<file path="config.mk">
export PLATFORM = sky130hd
export DESIGN_NAME = configurable_char_tokenizer_core
export DESIGN_NICKNAME = d
export VERILOG_FILES = /design/src/sv/cct_pkg.sv /design/src/sv/configurable_char_tokenizer_core.sv /design/src/sv/cct_step.sv /design/src/sv/cct_burst.sv
export SDC_FILE = /design/constraint.sdc
export NUM_CORES = 1
export LEC_CHECK = 0
export BUFFER_PORTS_ARGS = -buffer_cell sky130_fd_sc_hd__clkbuf_2
export CORE_UTILIZATION = 35
export CTS_BUF_LIST = sky130_fd_sc_hd__clkbuf_8 sky130_fd_sc_hd__clkbuf_16
export DETAILED_ROUTE_END_ITERATION = 16
export GPL_ROUTABILITY_DRIVEN = 0
export SETUP_SLACK_MARGIN = 0.15
export SKIP_LAST_GASP = 1
export SYNTH_ARGS = -nofsm -noshare
export SYNTH_HDL_FRONTEND = slang
export SYNTH_SLANG_ARGS = --single-unit
</file>
<file path="constraint.sdc">
create_clock -name aclk -period 4.2 [get_ports aclk]
set_clock_uncertainty 0.05 [all_clocks]
set_input_delay 1.26 -clock aclk [delete_from_list [all_inputs] [get_ports aclk]]
set_output_delay 1.26 -clock aclk [all_outputs]
set_load 0.005 [all_outputs]
</file>
<file path="src/sv/cct_pkg.sv">
// ----------------------------------------------------------------------------
// cct_pkg
// Shared types and constants of the configurable character tokenizer: scan
// modes, event kinds, configuration register indexes and the event list.
// ----------------------------------------------------------------------------
package cct_pkg;

    // Slots examined in each character list (eight bytes per 64-bit register)
    localparam int unsigned SET_SLOTS = 8;
    // Largest number of result items one input item can cause
    localparam int unsigned EV_MAX    = 4;

    // Input command carried on tuser
    localparam logic CMD_BYTE = 1'b0;
    localparam logic CMD_END  = 1'b1;

    // Configuration register indexes
    localparam logic [2:0] REG_BREAK_SET   = 3'd0;
    localparam logic [2:0] REG_WHITE_SET   = 3'd1;
    localparam logic [2:0] REG_QUOTE_SET   = 3'd2;
    localparam logic [2:0] REG_ESCAPE_BYTE = 3'd3;
    localparam logic [2:0] REG_CASE_MODE   = 3'd4;
    localparam logic [2:0] REG_SKIP_LINE   = 3'd5;
    localparam logic [2:0] REG_SKIP_BLOCK  = 3'd6;

    // Case folding modes
    localparam logic [1:0] CASE_KEEP  = 2'd0;
    localparam logic [1:0] CASE_UPPER = 2'd1;
    localparam logic [1:0] CASE_LOWER = 2'd2;

    // Reset values of the configuration registers
    localparam logic [63:0] BREAK_SET_RST = 64'h0000_0000_0A3B_3D2C; // , ; = \n
    localparam logic [63:0] WHITE_SET_RST = 64'h0000_0000_000D_0920; // space \t \r
    localparam logic [63:0] QUOTE_SET_RST = 64'h0000_0000_0000_2227; // ' "

    // Characters with a fixed meaning
    localparam logic [7:0] CH_SLASH = 8'h2F;
    localparam logic [7:0] CH_STAR  = 8'h2A;
    localparam logic [7:0] CH_NL    = 8'h0A;

    typedef enum logic [2:0] {
        M_WHITE = 3'd0,
        M_WORD  = 3'd1,
        M_QUOTE = 3'd2,
        M_LINE  = 3'd3,
        M_BLOCK = 3'd4
    } scan_mode_t;

    typedef enum logic [2:0] {
        EV_CHAR   = 3'd0,
        EV_WORD   = 3'd1,
        EV_STRING = 3'd2,
        EV_BREAK  = 3'd3,
        EV_END    = 3'd4
    } ev_kind_t;

    typedef struct packed {
        logic [63:0] break_set;
        logic [63:0] white_set;
        logic [63:0] quote_set;
        logic [7:0]  escape_byte;
        logic [1:0]  case_mode;
        logic        skip_line;
        logic        skip_block;
    } cfg_t;

    typedef struct packed {
        scan_mode_t  mode;
        logic [7:0]  open_quote;
        logic        slash_pend;
        logic        esc_pend;
        logic        star_seen;
    } scan_state_t;

    typedef struct packed {
        ev_kind_t    kind;
        logic [7:0]  data;
    } ev_t;

    typedef struct packed {
        logic [2:0]           cnt;
        ev_t [EV_MAX-1:0]     ev;
    } ev_list_t;

    // Status from the result buffer to the input side
    typedef struct packed {
        logic free;     // buffer empty, or emptying in this cycle
        logic busy;     // results still waiting
    } buf_stat_t;

    localparam scan_state_t SCAN_RST = '{
        mode:       M_WHITE,
        open_quote: 8'h00,
        slash_pend: 1'b0,
        esc_pend:   1'b0,
        star_seen:  1'b0
    };

endpackage

</file>
<file path="src/sv/configurable_char_tokenizer_core.sv">
// ----------------------------------------------------------------------------
// configurable_char_tokenizer_core
// Byte-stream tokenizer with configurable break, white and quote lists, an
// escape byte, optional comment skipping and ASCII case folding of words.
// ----------------------------------------------------------------------------
//
//  Channel   Direction  Payload                                 Accept on
//  --------  ---------  --------------------------------------  --------------------
//  s_        in         tdata[7:0] text_byte, tuser cmd          s_tvalid & s_tready
//  m_        out        tdata[2:0] kind, [10:3] byte, tlast      m_tvalid & m_tready
//  cfg_      in         cfg_addr register index, cfg_wdata       cfg_wr_en
//
//  An accepted item lands in the input register; once the buffer is free the step
//  logic classes it and loads its events (none to four) into the result buffer.
//  One item per cycle while each item gives at most one result and m_tready is
//  high; an item giving more holds the input side until its last result is taken.
//  A stall on m_tready holds the buffer and, once the input register is full,
//  drops s_tready. Reset is synchronous and returns scan state and registers to
//  their defaults; no clearing pass is needed.
//
module configurable_char_tokenizer_core (
    input  logic        aclk,
    input  logic        aresetn,
    // input stream
    input  logic        s_tvalid,
    output logic        s_tready,
    input  logic [7:0]  s_tdata,    // [7:0] text_byte
    input  logic        s_tuser,    // [0] cmd
    // result stream
    output logic        m_tvalid,
    input  logic        m_tready,
    output logic [15:0] m_tdata,    // [2:0] event_kind, [10:3] event_byte, rest zero
    output logic        m_tlast,    // last_of_run
    // configuration
    input  logic        cfg_wr_en,
    input  logic [2:0]  cfg_addr,
    input  logic [63:0] cfg_wdata
);
    import cct_pkg::*;

    // Configuration registers
    cfg_t cfg_reg;

    always_ff @(posedge aclk) begin
        if (!aresetn) begin
            cfg_reg.break_set   <= BREAK_SET_RST;
            cfg_reg.white_set   <= WHITE_SET_RST;
            cfg_reg.quote_set   <= QUOTE_SET_RST;
            cfg_reg.escape_byte <= 8'h00;
            cfg_reg.case_mode   <= CASE_KEEP;
            cfg_reg.skip_line   <= 1'b0;
            cfg_reg.skip_block  <= 1'b0;
        end else if (cfg_wr_en) begin
            case (cfg_addr)
                REG_BREAK_SET:   cfg_reg.break_set   <= cfg_wdata;
                REG_WHITE_SET:   cfg_reg.white_set   <= cfg_wdata;
                REG_QUOTE_SET:   cfg_reg.quote_set   <= cfg_wdata;
                REG_ESCAPE_BYTE: cfg_reg.escape_byte <= cfg_wdata[7:0];
                REG_CASE_MODE:   cfg_reg.case_mode   <= cfg_wdata[1:0];
                REG_SKIP_LINE:   cfg_reg.skip_line   <= cfg_wdata[0];
                REG_SKIP_BLOCK:  cfg_reg.skip_block  <= cfg_wdata[0];
                default: ;       // index beyond the list: drop the write
            endcase
        end
    end

    // Input register
    logic       in_valid_reg, in_valid_next;
    logic       in_cmd_reg;
    logic [7:0] in_byte_reg;
    logic       s_fire;
    logic       proc_fire;
    buf_stat_t  buf_stat;

    // Advance the input register whenever the buffer can take its events
    assign proc_fire = in_valid_reg && buf_stat.free;
    assign s_tready  = !in_valid_reg || proc_fire;
    assign s_fire    = s_tvalid && s_tready;

    always_comb begin
        in_valid_next = in_valid_reg;
        if (s_fire) begin
            in_valid_next = 1'b1;
        end else if (proc_fire) begin
            in_valid_next = 1'b0;
        end
    end

    always_ff @(posedge aclk) begin
        if (!aresetn) begin
            in_valid_reg <= 1'b0;
        end else begin
            in_valid_reg <= in_valid_next;
        end
    end

    always_ff @(posedge aclk) begin
        if (s_fire) begin
            in_cmd_reg  <= s_tuser;
            in_byte_reg <= s_tdata;
        end
    end

    // Scan state, updated once per processed item
    scan_state_t scan_reg, scan_next;
    ev_list_t    step_events;

    cct_step u_step (
        .cfg       (cfg_reg),
        .state_in  (scan_reg),
        .cmd       (in_cmd_reg),
        .text_byte (in_byte_reg),
        .state_out (scan_next),
        .events    (step_events)
    );

    always_ff @(posedge aclk) begin
        if (!aresetn) begin
            scan_reg <= SCAN_RST;
        end else if (proc_fire) begin
            scan_reg <= scan_next;
        end
    end

    // Result buffer and output side
    cct_burst u_burst (
        .aclk     (aclk),
        .aresetn  (aresetn),
        .load     (proc_fire),
        .events   (step_events),
        .stat     (buf_stat),
        .m_tvalid (m_tvalid),
        .m_tready (m_tready),
        .m_tdata  (m_tdata),
        .m_tlast  (m_tlast)
    );

    // An open quote byte is held exactly while inside a string
    a_quote_held: assert property (@(posedge aclk) disable iff (!aresetn)
        (scan_reg.mode == M_QUOTE) == (scan_reg.open_quote != 8'h00))
        else $error("open quote byte out of step with quote mode");

    // A slash and an escape are never held together
    a_one_pending: assert property (@(posedge aclk) disable iff (!aresetn)
        !(scan_reg.slash_pend && scan_reg.esc_pend))
        else $error("slash and escape both pending");

    // End of text returns the scan state to reset
    a_end_resets: assert property (@(posedge aclk) disable iff (!aresetn)
        (proc_fire && in_cmd_reg == CMD_END) |=> (scan_reg == SCAN_RST))
        else $error("scan state not cleared after end of text");

    // The buffer is never reloaded while results still wait unaccepted
    a_no_overrun: assert property (@(posedge aclk) disable iff (!aresetn)
        (buf_stat.busy && !m_tready) |-> !proc_fire)
        else $error("result buffer reloaded during a stall");

    // A star seen is only tracked inside a block comment
    a_star_scope: assert property (@(posedge aclk) disable iff (!aresetn)
        scan_reg.star_seen |-> (scan_reg.mode == M_BLOCK))
        else $error("star flag set outside a block comment");

endmodule

</file>
<file path="src/sv/cct_step.sv">
// ----------------------------------------------------------------------------
// cct_step
// Combinational tokenizer step: classes one byte (or end of text) against the
// configured lists and gives the next scan state and the events of the item.
// ----------------------------------------------------------------------------
module cct_step (
    input  cct_pkg::cfg_t        cfg,
    input  cct_pkg::scan_state_t state_in,
    input  logic                 cmd,
    input  logic [7:0]           text_byte,
    output cct_pkg::scan_state_t state_out,
    output cct_pkg::ev_list_t    events
);
    import cct_pkg::*;

    localparam logic [7:0] CH_LC_A = 8'h61;
    localparam logic [7:0] CH_LC_Z = 8'h7A;
    localparam logic [7:0] CH_UC_A = 8'h41;
    localparam logic [7:0] CH_UC_Z = 8'h5A;
    localparam logic [7:0] CASE_BIT = 8'h20;

    typedef struct packed {
        scan_state_t st;
        ev_list_t    evs;
    } work_t;

    // List membership: a zero byte ends the list and is never a member
    function automatic logic in_set(logic [63:0] set, logic [7:0] b);
        logic found;
        logic stop;
        logic [7:0] s;
        found = 1'b0;
        stop  = 1'b0;
        for (int i = 0; i < SET_SLOTS; i++) begin
            s = set[8*i +: 8];
            if (!stop) begin
                if (s == 8'h00) begin
                    stop = 1'b1;
                end else if (s == b) begin
                    found = 1'b1;
                    stop  = 1'b1;
                end
            end
        end
        return found;
    endfunction

    function automatic work_t push_ev(work_t w, ev_kind_t k, logic [7:0] b);
        work_t r;
        r = w;
        if (r.evs.cnt < 3'(EV_MAX)) begin
            r.evs.ev[r.evs.cnt[1:0]].kind = k;
            r.evs.ev[r.evs.cnt[1:0]].data = b;
            r.evs.cnt = r.evs.cnt + 3'd1;
        end
        return r;
    endfunction

    // Fold word characters only; quoted text stays as is
    function automatic work_t emit_char(work_t w, cfg_t c, logic [7:0] b);
        logic [7:0] f;
        f = b;
        if (w.st.mode == M_WORD) begin
            if (c.case_mode == CASE_UPPER && b >= CH_LC_A && b <= CH_LC_Z) begin
                f = b ^ CASE_BIT;
            end else if (c.case_mode == CASE_LOWER && b >= CH_UC_A && b <= CH_UC_Z) begin
                f = b ^ CASE_BIT;
            end
        end
        return push_ev(w, EV_CHAR, f);
    endfunction

    function automatic work_t classify(work_t w, cfg_t c, logic [7:0] b);
        work_t r;
        r = w;
        if (in_set(c.break_set, b)) begin
            if (r.st.mode == M_QUOTE) begin
                r = emit_char(r, c, b);
            end else begin
                if (r.st.mode == M_WORD) begin
                    r = push_ev(r, EV_WORD, 8'h00);
                end
                r.st.mode = M_WHITE;
                r = push_ev(r, EV_BREAK, b);
            end
        end else if (in_set(c.quote_set, b)) begin
            if (r.st.mode == M_QUOTE) begin
                if (b == r.st.open_quote) begin
                    r = push_ev(r, EV_STRING, b);
                    r.st.mode       = M_WHITE;
                    r.st.open_quote = 8'h00;
                end else begin
                    r = emit_char(r, c, b);
                end
            end else begin
                if (r.st.mode == M_WORD) begin
                    r = push_ev(r, EV_WORD, 8'h00);
                end
                r.st.mode       = M_QUOTE;
                r.st.open_quote = b;
            end
        end else if (in_set(c.white_set, b)) begin
            if (r.st.mode == M_QUOTE) begin
                r = emit_char(r, c, b);
            end else if (r.st.mode == M_WORD) begin
                r = push_ev(r, EV_WORD, 8'h00);
                r.st.mode = M_WHITE;
            end
        end else if (c.escape_byte != 8'h00 && b == c.escape_byte) begin
            if (r.st.mode == M_WHITE) begin
                r.st.mode = M_WORD;
            end
            r.st.esc_pend = 1'b1;
        end else begin
            if (r.st.mode == M_WHITE) begin
                r.st.mode = M_WORD;
            end
            r = emit_char(r, c, b);
        end
        return r;
    endfunction

    // Hold a slash outside quotes while comment skipping is on
    function automatic work_t handle_byte(work_t w, cfg_t c, logic [7:0] b);
        work_t r;
        r = w;
        if (r.st.mode != M_QUOTE && b == CH_SLASH && (c.skip_line || c.skip_block)) begin
            r.st.slash_pend = 1'b1;
        end else begin
            r = classify(r, c, b);
        end
        return r;
    endfunction

    function automatic work_t start_comment(work_t w, scan_mode_t m);
        work_t r;
        r = w;
        if (r.st.mode == M_WORD) begin
            r = push_ev(r, EV_WORD, 8'h00);
        end
        r.st.mode      = m;
        r.st.star_seen = 1'b0;
        return r;
    endfunction

    work_t w;

    always_comb begin
        w.st  = state_in;
        w.evs = '0;
        if (cmd == CMD_END) begin
            // Flush a held slash or escape, close any token, then reset
            if (w.st.slash_pend) begin
                w.st.slash_pend = 1'b0;
                w = classify(w, cfg, CH_SLASH);
            end else if (w.st.esc_pend) begin
                w.st.esc_pend = 1'b0;
                w = emit_char(w, cfg, cfg.escape_byte);
            end
            if (w.st.mode == M_WORD || w.st.mode == M_QUOTE) begin
                w = push_ev(w, EV_WORD, 8'h00);
            end
            w = push_ev(w, EV_END, 8'h00);
            w.st = SCAN_RST;
        end else if (w.st.mode == M_LINE) begin
            if (text_byte == CH_NL) begin
                w.st.mode = M_WHITE;
            end
        end else if (w.st.mode == M_BLOCK) begin
            if (w.st.star_seen && text_byte == CH_SLASH) begin
                w.st.mode      = M_WHITE;
                w.st.star_seen = 1'b0;
            end else begin
                w.st.star_seen = (text_byte == CH_STAR);
            end
        end else if (w.st.esc_pend) begin
            w.st.esc_pend = 1'b0;
            w = emit_char(w, cfg, text_byte);
        end else if (w.st.slash_pend) begin
            w.st.slash_pend = 1'b0;
            if (text_byte == CH_SLASH && cfg.skip_line) begin
                w = start_comment(w, M_LINE);
            end else if (text_byte == CH_STAR && cfg.skip_block) begin
                w = start_comment(w, M_BLOCK);
            end else begin
                w = classify(w, cfg, CH_SLASH);
                if (w.st.esc_pend) begin
                    w.st.esc_pend = 1'b0;
                    w = emit_char(w, cfg, text_byte);
                end else begin
                    w = handle_byte(w, cfg, text_byte);
                end
            end
        end else begin
            w = handle_byte(w, cfg, text_byte);
        end
    end

    assign state_out = w.st;
    assign events    = w.evs;

endmodule

</file>
<file path="src/sv/cct_burst.sv">
// ----------------------------------------------------------------------------
// cct_burst
// Result buffer: holds the events of one input item and hands them out one
// per cycle on the master side while m_tready is high, marking the last one with tlast.
// ----------------------------------------------------------------------------
module cct_burst (
    input  logic                aclk,
    input  logic                aresetn,
    input  logic                load,
    input  cct_pkg::ev_list_t   events,
    output cct_pkg::buf_stat_t  stat,
    output logic                m_tvalid,
    input  logic                m_tready,
    output logic [15:0]         m_tdata,   // [2:0] event_kind, [10:3] event_byte
    output logic                m_tlast
);
    import cct_pkg::*;

    ev_t [EV_MAX-1:0] ev_reg;
    logic [2:0]       rem_reg, rem_next;
    logic [1:0]       head_reg, head_next;
    logic             pop;

    assign pop = m_tvalid && m_tready;

    always_comb begin
        rem_next  = rem_reg;
        head_next = head_reg;
        if (load) begin
            rem_next  = events.cnt;
            head_next = 2'd0;
        end else if (pop) begin
            rem_next  = rem_reg - 3'd1;
            head_next = head_reg + 2'd1;
        end
    end

    always_ff @(posedge aclk) begin
        if (!aresetn) begin
            rem_reg  <= 3'd0;
            head_reg <= 2'd0;
        end else begin
            rem_reg  <= rem_next;
            head_reg <= head_next;
        end
    end

    always_ff @(posedge aclk) begin
        if (load) begin
            ev_reg <= events.ev;
        end
    end

    assign m_tvalid  = (rem_reg != 3'd0);
    assign m_tlast   = (rem_reg == 3'd1);
    assign m_tdata   = {5'd0, ev_reg[head_reg].data, ev_reg[head_reg].kind};
    assign stat.free = (rem_reg == 3'd0) || (rem_reg == 3'd1 && m_tready);
    assign stat.busy = m_tvalid;

endmodule
</file>
After elaboration in Yosys (flattened, before gate mapping)
Cells that the tools add are included.

storage, ports and cells
  register bits after elaboration = 277
  bits of input ports = 81
  output and inout bits = 19
  word-level logic and storage cells = 1667

cells by class
  add/subtract/negate cells = 9
  magnitude comparators = 30
  equal/unequal tests = 96
  muxes and demuxes = 1424
  bitwise operators = 3
  reductions and logical operators = 80

operators by type and width
  cell                   count
  $mux W61               46
  $mux W58               32
  $mux W1                1167
  $bwmux W44             22
  $mux W47               18
  $mux W8                64
  $demux W11 S2          14
  $mux W45               5
  $eq A8 B8 Y1           27
  $eq A8 B6 Y1 const B   26
  $logic_not A8 Y1       24
  $mux W11               10
  $mux W3                33
  $mux W49               2
  $mux W6                9
  $ge A8 B7 Y1 const B   4
  $le A8 B7 Y1 const B   4
  $logic_and A1 B1 Y1    28
  $lt A2 B3 Y1 const B   8
  $bmux W11 S2           1
  $add A3 B1 Y3 const B  7
  $eq A3 B1 Y1 const B   7
  $lt A3 B3 Y1 const B   7
  $eq A3 B2 Y1 const B   6
  other kinds (34)       71

Logic depth before layout (Yosys ltp)
Gate-level depths: netlist of the first run.

  depth after elaboration = 533
  mapped depth = 19

Cells and area by module
From an unflattened synthesis of the first run, not the netlist that was laid out.

second synthesis, totals
  cell total of the unflattened synthesis = 2182
  area total of the unflattened synthesis = 18549.0 µm²

modules (own cells, without submodules)
  module                            instances  cells an instance  area each (µm²)  seq. area each (µm²)
  configurable_char_tokenizer_core  1          838                8680.8           4654.5
  cct_step                          1          1242               7936.4           0.0
  cct_burst                         1          102                1931.9           1421.4

Least setup slack after synthesis of the first run
OpenSTA, ideal clock, no wires.

  path type = register to register
  start = reg cfg_reg[64] in the netlist's numbering
  end = reg u_burst.ev_reg[11] in the netlist's numbering (data pin)
  arrival = 3.916 ns
  data required time = 3.881 ns
  path slack = -0.035 ns
  cell stages (with the launch flop) = 19
  path buffers = 1
  path through = dfxtp_1 > or3_1 > nor3_1 > a31oi_1 > o311a_1 > o22a_1 > and4_1 > buf_2 > a311oi_4 > ha_1 > nand2_1 > nand2_1 > inv_1 > ha_1 > a31o_2 > a21oi_1 > or3_1 > nand4_1 > a31oi_1

RTL lines
  element                 line                                    source
  start: declaration      configurable_char_tokenizer_core.sv:42  cfg_t cfg_reg;
  end signal: assignment  cct_burst.sv:50                         ev_reg <= events.ev;
  end: declaration        cct_burst.sv:19                         ev_t [EV_MAX-1:0] ev_reg;

Final worst setup path of the first run
  start = reg cfg_reg[193] in the netlist's numbering
  end = reg u_burst.ev_reg[15] in the netlist's numbering (data pin)

between the ends
  longest elaborated chain between the ends = 72
  elaborated cells on any way between the ends = 268

ends and longest elaborated chain
  element         line             source
  $eq A8 B6 Y1    cct_step.sv:39   end else if (s == b) begin
  $mux W1         cct_step.sv:39
  $mux W1         cct_step.sv:37   if (s == 8'h00) begin
  $mux W1         cct_step.sv:36   if (!stop) begin
  $mux W1         cct_step.sv:183  end else if (text_byte == CH_STAR && cfg.skip_block) begin
  $mux W1         cct_step.sv:181  if (text_byte == CH_SLASH && cfg.skip_line) begin
  $mux W1         cct_step.sv:179  end else if (w.st.slash_pend) begin
  $mux W1         cct_step.sv:176  end else if (w.st.esc_pend) begin
  (+56 left out)  -
  $mux W61        cct_step.sv:187  if (w.st.esc_pend) begin
  $mux W61        cct_step.sv:183
  $mux W61        cct_step.sv:181
  $mux W61        cct_step.sv:179
  $mux W61        cct_step.sv:176
  $mux W47        cct_step.sv:169  end else if (w.st.mode == M_BLOCK) begin
  $mux W58        cct_step.sv:165  end else if (w.st.mode == M_LINE) begin
  $mux W61 (*)    cct_step.sv:151  if (cmd == CMD_END) begin

Every way passes the cells marked *; elsewhere a longest branch is shown, timed or not. The select of a mux whose other input is x is not followed.
A chain may end at the register's enable or synchronous reset.

==> results of run 1 <==
==> worst min-delay path, cell delays in order (launching register included) <==
cell and delay (ns):
dfxtp_1 0.30, nand2_1 0.05, mux2i_1 0.06
==> routing by layer <==
layer	global-route usage	up-vias	share of wire
met5	0	-	0.00021
met4	0.106	2	0.046
met3	0.0456	222	0.081
met2	0.401	780	0.46
met1	0.306	8205	0.41
li1	-	8233	-
==> through the flow <==
step / area [um^2] / TNS (ns) / utilization
after floorplan: 17300 / 0 / -
after CTS: 21600 / 0 / 0.442
after global placement: 20200 / -0.860 / 0.414
final: 22100 / 0 / 0.452
after detailed placement: 20200 / -1.01 / 0.414
after global routing: 22100 / -0.700 / 0.452
==> final cells by class <==
cell class / instances / area [um^2] / share of cell area
clock buffer: 40 / 945 / 0.0428
clock inverter: 22 / 173 / 0.00782
inverter: 30 / 118 / 0.00533
multi-input combinational: 1729 / 11100 / 0.504
sequential: 277 / 6080 / 0.275
tap: 664 / 831 / 0.0376
timing repair buffer: 381 / 2820 / 0.128
==> cell families after synthesis <==
logic type                 count (synthesis)  share of synthesized area
adders and majority gates                 19                     0.0137
buffers and inverters                    174                     0.0416
and+or+nand+nor                          981                      0.261
DFF                                      277                      0.351
xor gates and xnor gates                 208                      0.105
AOI/OAI and AO/OA                        488                      0.202
muxes                                     28                     0.0245
other                                      1                   0.000217
==> power breakdown <==
group	internal (mW)	total [mW]	switching (mW)
Combinational	0.728	1.70	0.973
Clock	1.73	2.94	1.20
Sequential	2.91	3.04	0.138
Total	5.37	7.68	2.31
==> cells in the mapped netlist (all sizes together), types with 6 or more instances <==
cell type / count
nor3: 71
o221ai: 7
a22o: 8
edfxtp: 53
a32oi: 7
nand4: 58
o211ai: 17
xnor2: 149
a21boi: 185
a211oi: 10
or4: 13
nor4: 32
ha: 19
and3: 30
nand3: 62
and2: 19
mux2i: 12
and4: 11
or2: 8
o31ai: 12
nand2b: 15
clkbuf: 104
a31oi: 19
nor2b: 16
dfxtp: 224
a21o: 8
nand2: 519
mux4: 11
inv: 29
or3: 19
o2111ai: 6
a311oi: 6
o21a: 9
xor2: 59
o22ai: 11
a21oi: 64
buf: 40
nor2: 101
o21ai: 62
==> path summary, 6_finish.rpt <==
kind / from / end
worst max-delay path: cfg_reg[193]$_SDFFE_PN0P_ / u_burst.ev_reg[15]$_SDFFCE_PP0P_
worst min register to register: scan_reg[0]$_SDFFE_PN0P_ / scan_reg[0]$_SDFFE_PN0P_
worst min-delay path: scan_reg[0]$_SDFFE_PN0P_ / scan_reg[0]$_SDFFE_PN0P_
worst max register to register: cfg_reg[193]$_SDFFE_PN0P_ / u_burst.ev_reg[15]$_SDFFCE_PP0P_
==> repair_timing <==
item,CTS,global route
resized for setup,60,78
setup endpoints to repair,37,47
pin swaps,31,61
setup buffers,4,12
==> results.ini, run 1 <==
[power]
ir_worst_vdd_uv = 361
p_per_area_mw_per_mm2 = 348
total_power_mw = 7.68
power.leakage_nw = 8.40

[worst_setup_path]
max_stage_delay_ns = 0.51
worstPathArrival_ns = 4.42
critPathLaunchType = register
required_ns = 4.45
worstPathCellList = or4_1, or3_4, o211ai_1, a211oi_2, nor2_1, buf_4, buf_4, and3_1, xnor2_2, inv_2, buf_4, ha_4, nand2_1, o22ai_2, a41oi_1, o32ai_2, and3_1
cpLargestDelayFamily = simple AND/OR/NAND/NOR gates
path_max_fanout = 5
cp.depth = 17
crit_type = reg2reg
reg2regPathDepth = 17
cp-end-kind = register
cp_num_buf_inv = 4
regToRegSetupSlack_ns = 0.03
crit_top_cell = buf_4
cpMaxStageDelayCell = or4_1

[synth]
yosysTopAreaCell = dfxtp_1
synth_cell_type_count = 87
syn-instance-count = 2176
syn_avg_cell_area_um2 = 7.95
yosys_warnings = 0
mappedNetlistArea_mm2 = 0.0173
synth_seq_cells = 277
synth_seq_area_share = 0.351
synth_edf_count = 53
synth_top_area_frac = 0.259
synthArstFlopShare = 0
netlist_top_cells_area = dfxtp_1 (26%), nand2_1 (11%), edfxtp_1 (9.2%)
synth_ff_type = dfxtp_1

[clock_tree]
cts_hold_buf = 0
cts_tree = built
cts_buffers = 35
clk_latency_ns = 0.55
cts_buffer_depth = 3
clockRootBuffer = clkbuf_16
cts.sinks = 277
clkTransAtPathRegs_ns = 0.06
cts_htree_levels = 2

[floorplan]
core_area_mm2 = 0.0488
ios = 100
initial_utilization = 0.354
core.rowCount = 81
design.die.area_mm2 = 0.0503
die-width_um = 224
die_y_um = 224

[timing]
finalHoldViolCount = 0
setup_viol_count_final = 0
max_clock_freq_mhz = 240
setup_ws_ns = 0.0317
grt_setup_unrepaired = yes
holdWs_ns = 0.420
post-route-min-period_ns = 4.17
drv_slew = 0
fin_crit_sh = 0.992
worstMarginPinSlew_ns = 0.991
max_slew_margin = 0.339

[global_route]
grt_max_degree = 108
grt_pass1_vias = 17000
antenna_found_initial = 1
gr-usage-all-layers = 0.242
grt_pass1_wl_um = 95400
gr-total-overflow = 0

[drt]
drc = 0
avgRoutedWirePerCell_um = 19.9
via_count = 17400
drt_wl_total_um = 62500
drt_pass1_iterations = 7
first_iter_violations = 1609
ant_nets = 0
viasPerCell = 5.55

[hold_path]
min_path_type = reg2reg
holdPathStages = 2

[layout]
stdcell_count = 3143
fillers = 4854
drive_above_1_share = 0.228
largest_register_ffs = 204
fin_nets = 2554
syn_to_final_growth_pct = 27.7
diodes = 0
final_common_cell = nand2_1
layout_common_cells = nand2_1 (513), buf_4 (266), dfxtp_1 (223), a21boi_0 (182), xnor2_1 (148)

[place]
dp_hpwl_um = 44300
portBuffers = 94
dp_slack_ns = -0.145
place_inst = 3065

[outcome]
status = finished clean

[run]
maxCapViolCount = 0

Power figures use the tool's default switching activity.
==> run 2, diff against run 1 <==
- SYNTH_HIERARCHICAL: default -> 1
==> run 2 against run 1 <==
  * Via count increased by 4.7%
  * Register-to-register slack worse by 0.11 ns
  * Global-route usage is 0.26 points higher
  * Highest routed layer is now met4
  * Clock power about the same
  * Flip-flop and latch count is the same
  * Sequential power about the same
  * Largest power group unchanged
  * Maximum frequency decreased by 2.6%
  * The flow now finishes with violations (negative setup slack)
  * Final cell count up 2.8%
  * Clock-buffer cell count down 2
==> results.ini, run 2 <==
[global_route]
grt_pass1_vias = 18000
grt_max_degree = 120
gr-total-overflow = 0
gr-usage-all-layers = 0.245
grt_pass1_wl_um = 103000
antenna_found_initial = 0

[floorplan]
core.rowCount = 83
die_y_um = 232
core_area_mm2 = 0.0518
ios = 100
design.die.area_mm2 = 0.0539
initial_utilization = 0.358
die-width_um = 232

[place]
dp_slack_ns = -0.294
place_area_mm2 = 0.0219
dp_hpwl_um = 49300
portBuffers = 94
place_inst = 3133

[timing]
max_slew_margin = 0.379
max_clock_freq_mhz = 234
drv_slew = 0
holdWs_ns = 0.441
grt_setup_unrepaired = yes
finalHoldViolCount = 0
post-route-min-period_ns = 4.28
setup_ws_ns = -0.0810
worstMarginPinSlew_ns = 0.927
fin_crit_sh = 1.02
setup_viol_count_final = 21

[layout]
largest_register_ffs = 204
stdcell_count = 3232
diodes = 0
layout_common_cells = nand2_1 (370), buf_4 (335), dfxtp_1 (222), mux2i_1 (213), xor2_1 (133)
final_area_mm2 = 0.0240
fin_nets = 2627
multiInputGateArea_mm2 = 0.0123
syn_to_final_growth_pct = 29.5
drive_above_1_share = 0.273
fillers = 4910
seqCellArea_mm2 = 0.00608
final_common_cell = nand2_1

[worst_setup_path]
crit_type = reg2reg
cpMaxStageDelayCell = or4_4
path_max_fanout = 4
cpLargestDelayFamily = simple AND/OR/NAND/NOR gates
cp-end-kind = register
worstPathArrival_ns = 4.54
max_stage_delay_ns = 0.56
required_ns = 4.46
critPathLaunchType = register
worstPathCellList = or4_4, or3_4, a21oi_4, o31ai_4, a21o_1, or4_4, o21ai_4, nor2_4, ha_4, nand2_2, nand2_2, inv_2, ha_4, nand2_4, buf_6, or3_4, o211ai_1, a21oi_1, o21ai_2, nand2_1
cp_num_buf_inv = 2

[synth]
mappedNetlistArea_mm2 = 0.0185
yosys_warnings = 6
syn-instance-count = 2181
syn_avg_cell_area_um2 = 8.50

[clock_tree]
cts.sinks = 277
cts_tree = built
cts_buffer_depth = 3
clockRootBuffer = clkbuf_16
clkTransAtPathRegs_ns = 0.06
clk_latency_ns = 0.57
cts_buffers = 34
cts_htree_levels = 2

[power]
total_power_mw = 7.80
switching_share = 0.314
ir_worst_vdd_uv = 260
p_int_mw = 5.35
switchingPower_mw = 2.45
p_per_area_mw_per_mm2 = 325
clkPwrFrac = 0.378
seqPwrFrac = 0.386
power.leakage_nw = 10.2
combPwrFrac = 0.236

[drt]
avgRoutedWirePerCell_um = 20.8
first_iter_violations = 1836
ant_nets = 0
drt_wl_total_um = 67300
viasPerCell = 5.65
drt_pass1_iterations = 6
drc = 0
via_count = 18300

[outcome]
status = finished with violations
violations = negative setup slack

[run]
maxCapViolCount = 0

[hold_path]
min_path_type = reg2reg

==> run 2: worst paths after layout <==
check	from	endpoint	slack, ns	depth (start not counted)
worst max register to register	cfg_reg[161]$_SDFFE_PN1P_	u_burst/ev_reg[11]$_DFFE_PP_	-0.08	20
worst max-delay path	cfg_reg[161]$_SDFFE_PN1P_	u_burst/ev_reg[11]$_DFFE_PP_	-0.08	20
worst min-delay path	cfg_reg[59]$_SDFFE_PN0P_	cfg_reg[59]$_SDFFE_PN0P_	0.44	2
worst min register to register	cfg_reg[59]$_SDFFE_PN0P_	cfg_reg[59]$_SDFFE_PN0P_	0.44	2
==> run 2: final cells by class <==
type / instances / area share
Timing Repair Buffer: 462 / 0.146
Clock inverter: 22 / 0.00839
Tap cell: 680 / 0.0354
Clock buffer: 38 / 0.0377
Inverter: 41 / 0.00641
Multi-Input combinational cell: 1712 / 0.513
Sequential cell: 277 / 0.253
==> run 2: power groups by stage <==
stage,clock [mW],sequential [mW],combinational (mW)
finish,2.95,3.01,1.84
global route,3.09,3.03,1.97
CTS,2.99,3.02,1.75
detailed placement,0,3.08,1.71
global placement,0,3.07,1.69
floorplan,0,3.02,1.06
==> run 2: timing repair <==
| item | 4_1_cts | 5_1_grt |
|---|---|---|
| setup endpoints to repair | 51 | 52 |
| hold buffers | 0 | 0 |
| gates resized for setup | 60 | 82 |
| pin swaps | 39 | 49 |
| setup buffers | 14 | 25 |
==> run 2: worst reg2reg max path: cells and delay by family, from the launching register on <==
family | cells | cell delay, ns
compound gates | 7 | 0.99
fa+ha+maj | 2 | 0.40
buf+inv | 2 | 0.18
flops | 1 | 0.32
simple gates | 9 | 2.12
==> run 2: through the flow <==
stage               setup TNS [ns]   util
finish                      -0.896  0.464
global route                 -3.91  0.464
CTS                         -0.107  0.452
detailed placement           -6.64  0.423
global placement             -3.12  0.423
floorplan                   -0.913      -
==> run 2: metal layers <==
metal  GRT usage  wire length [um]
met1       0.306             27600
met2       0.413             31600
met4       0.113              3520
met5           0                 0
met3      0.0360              4590
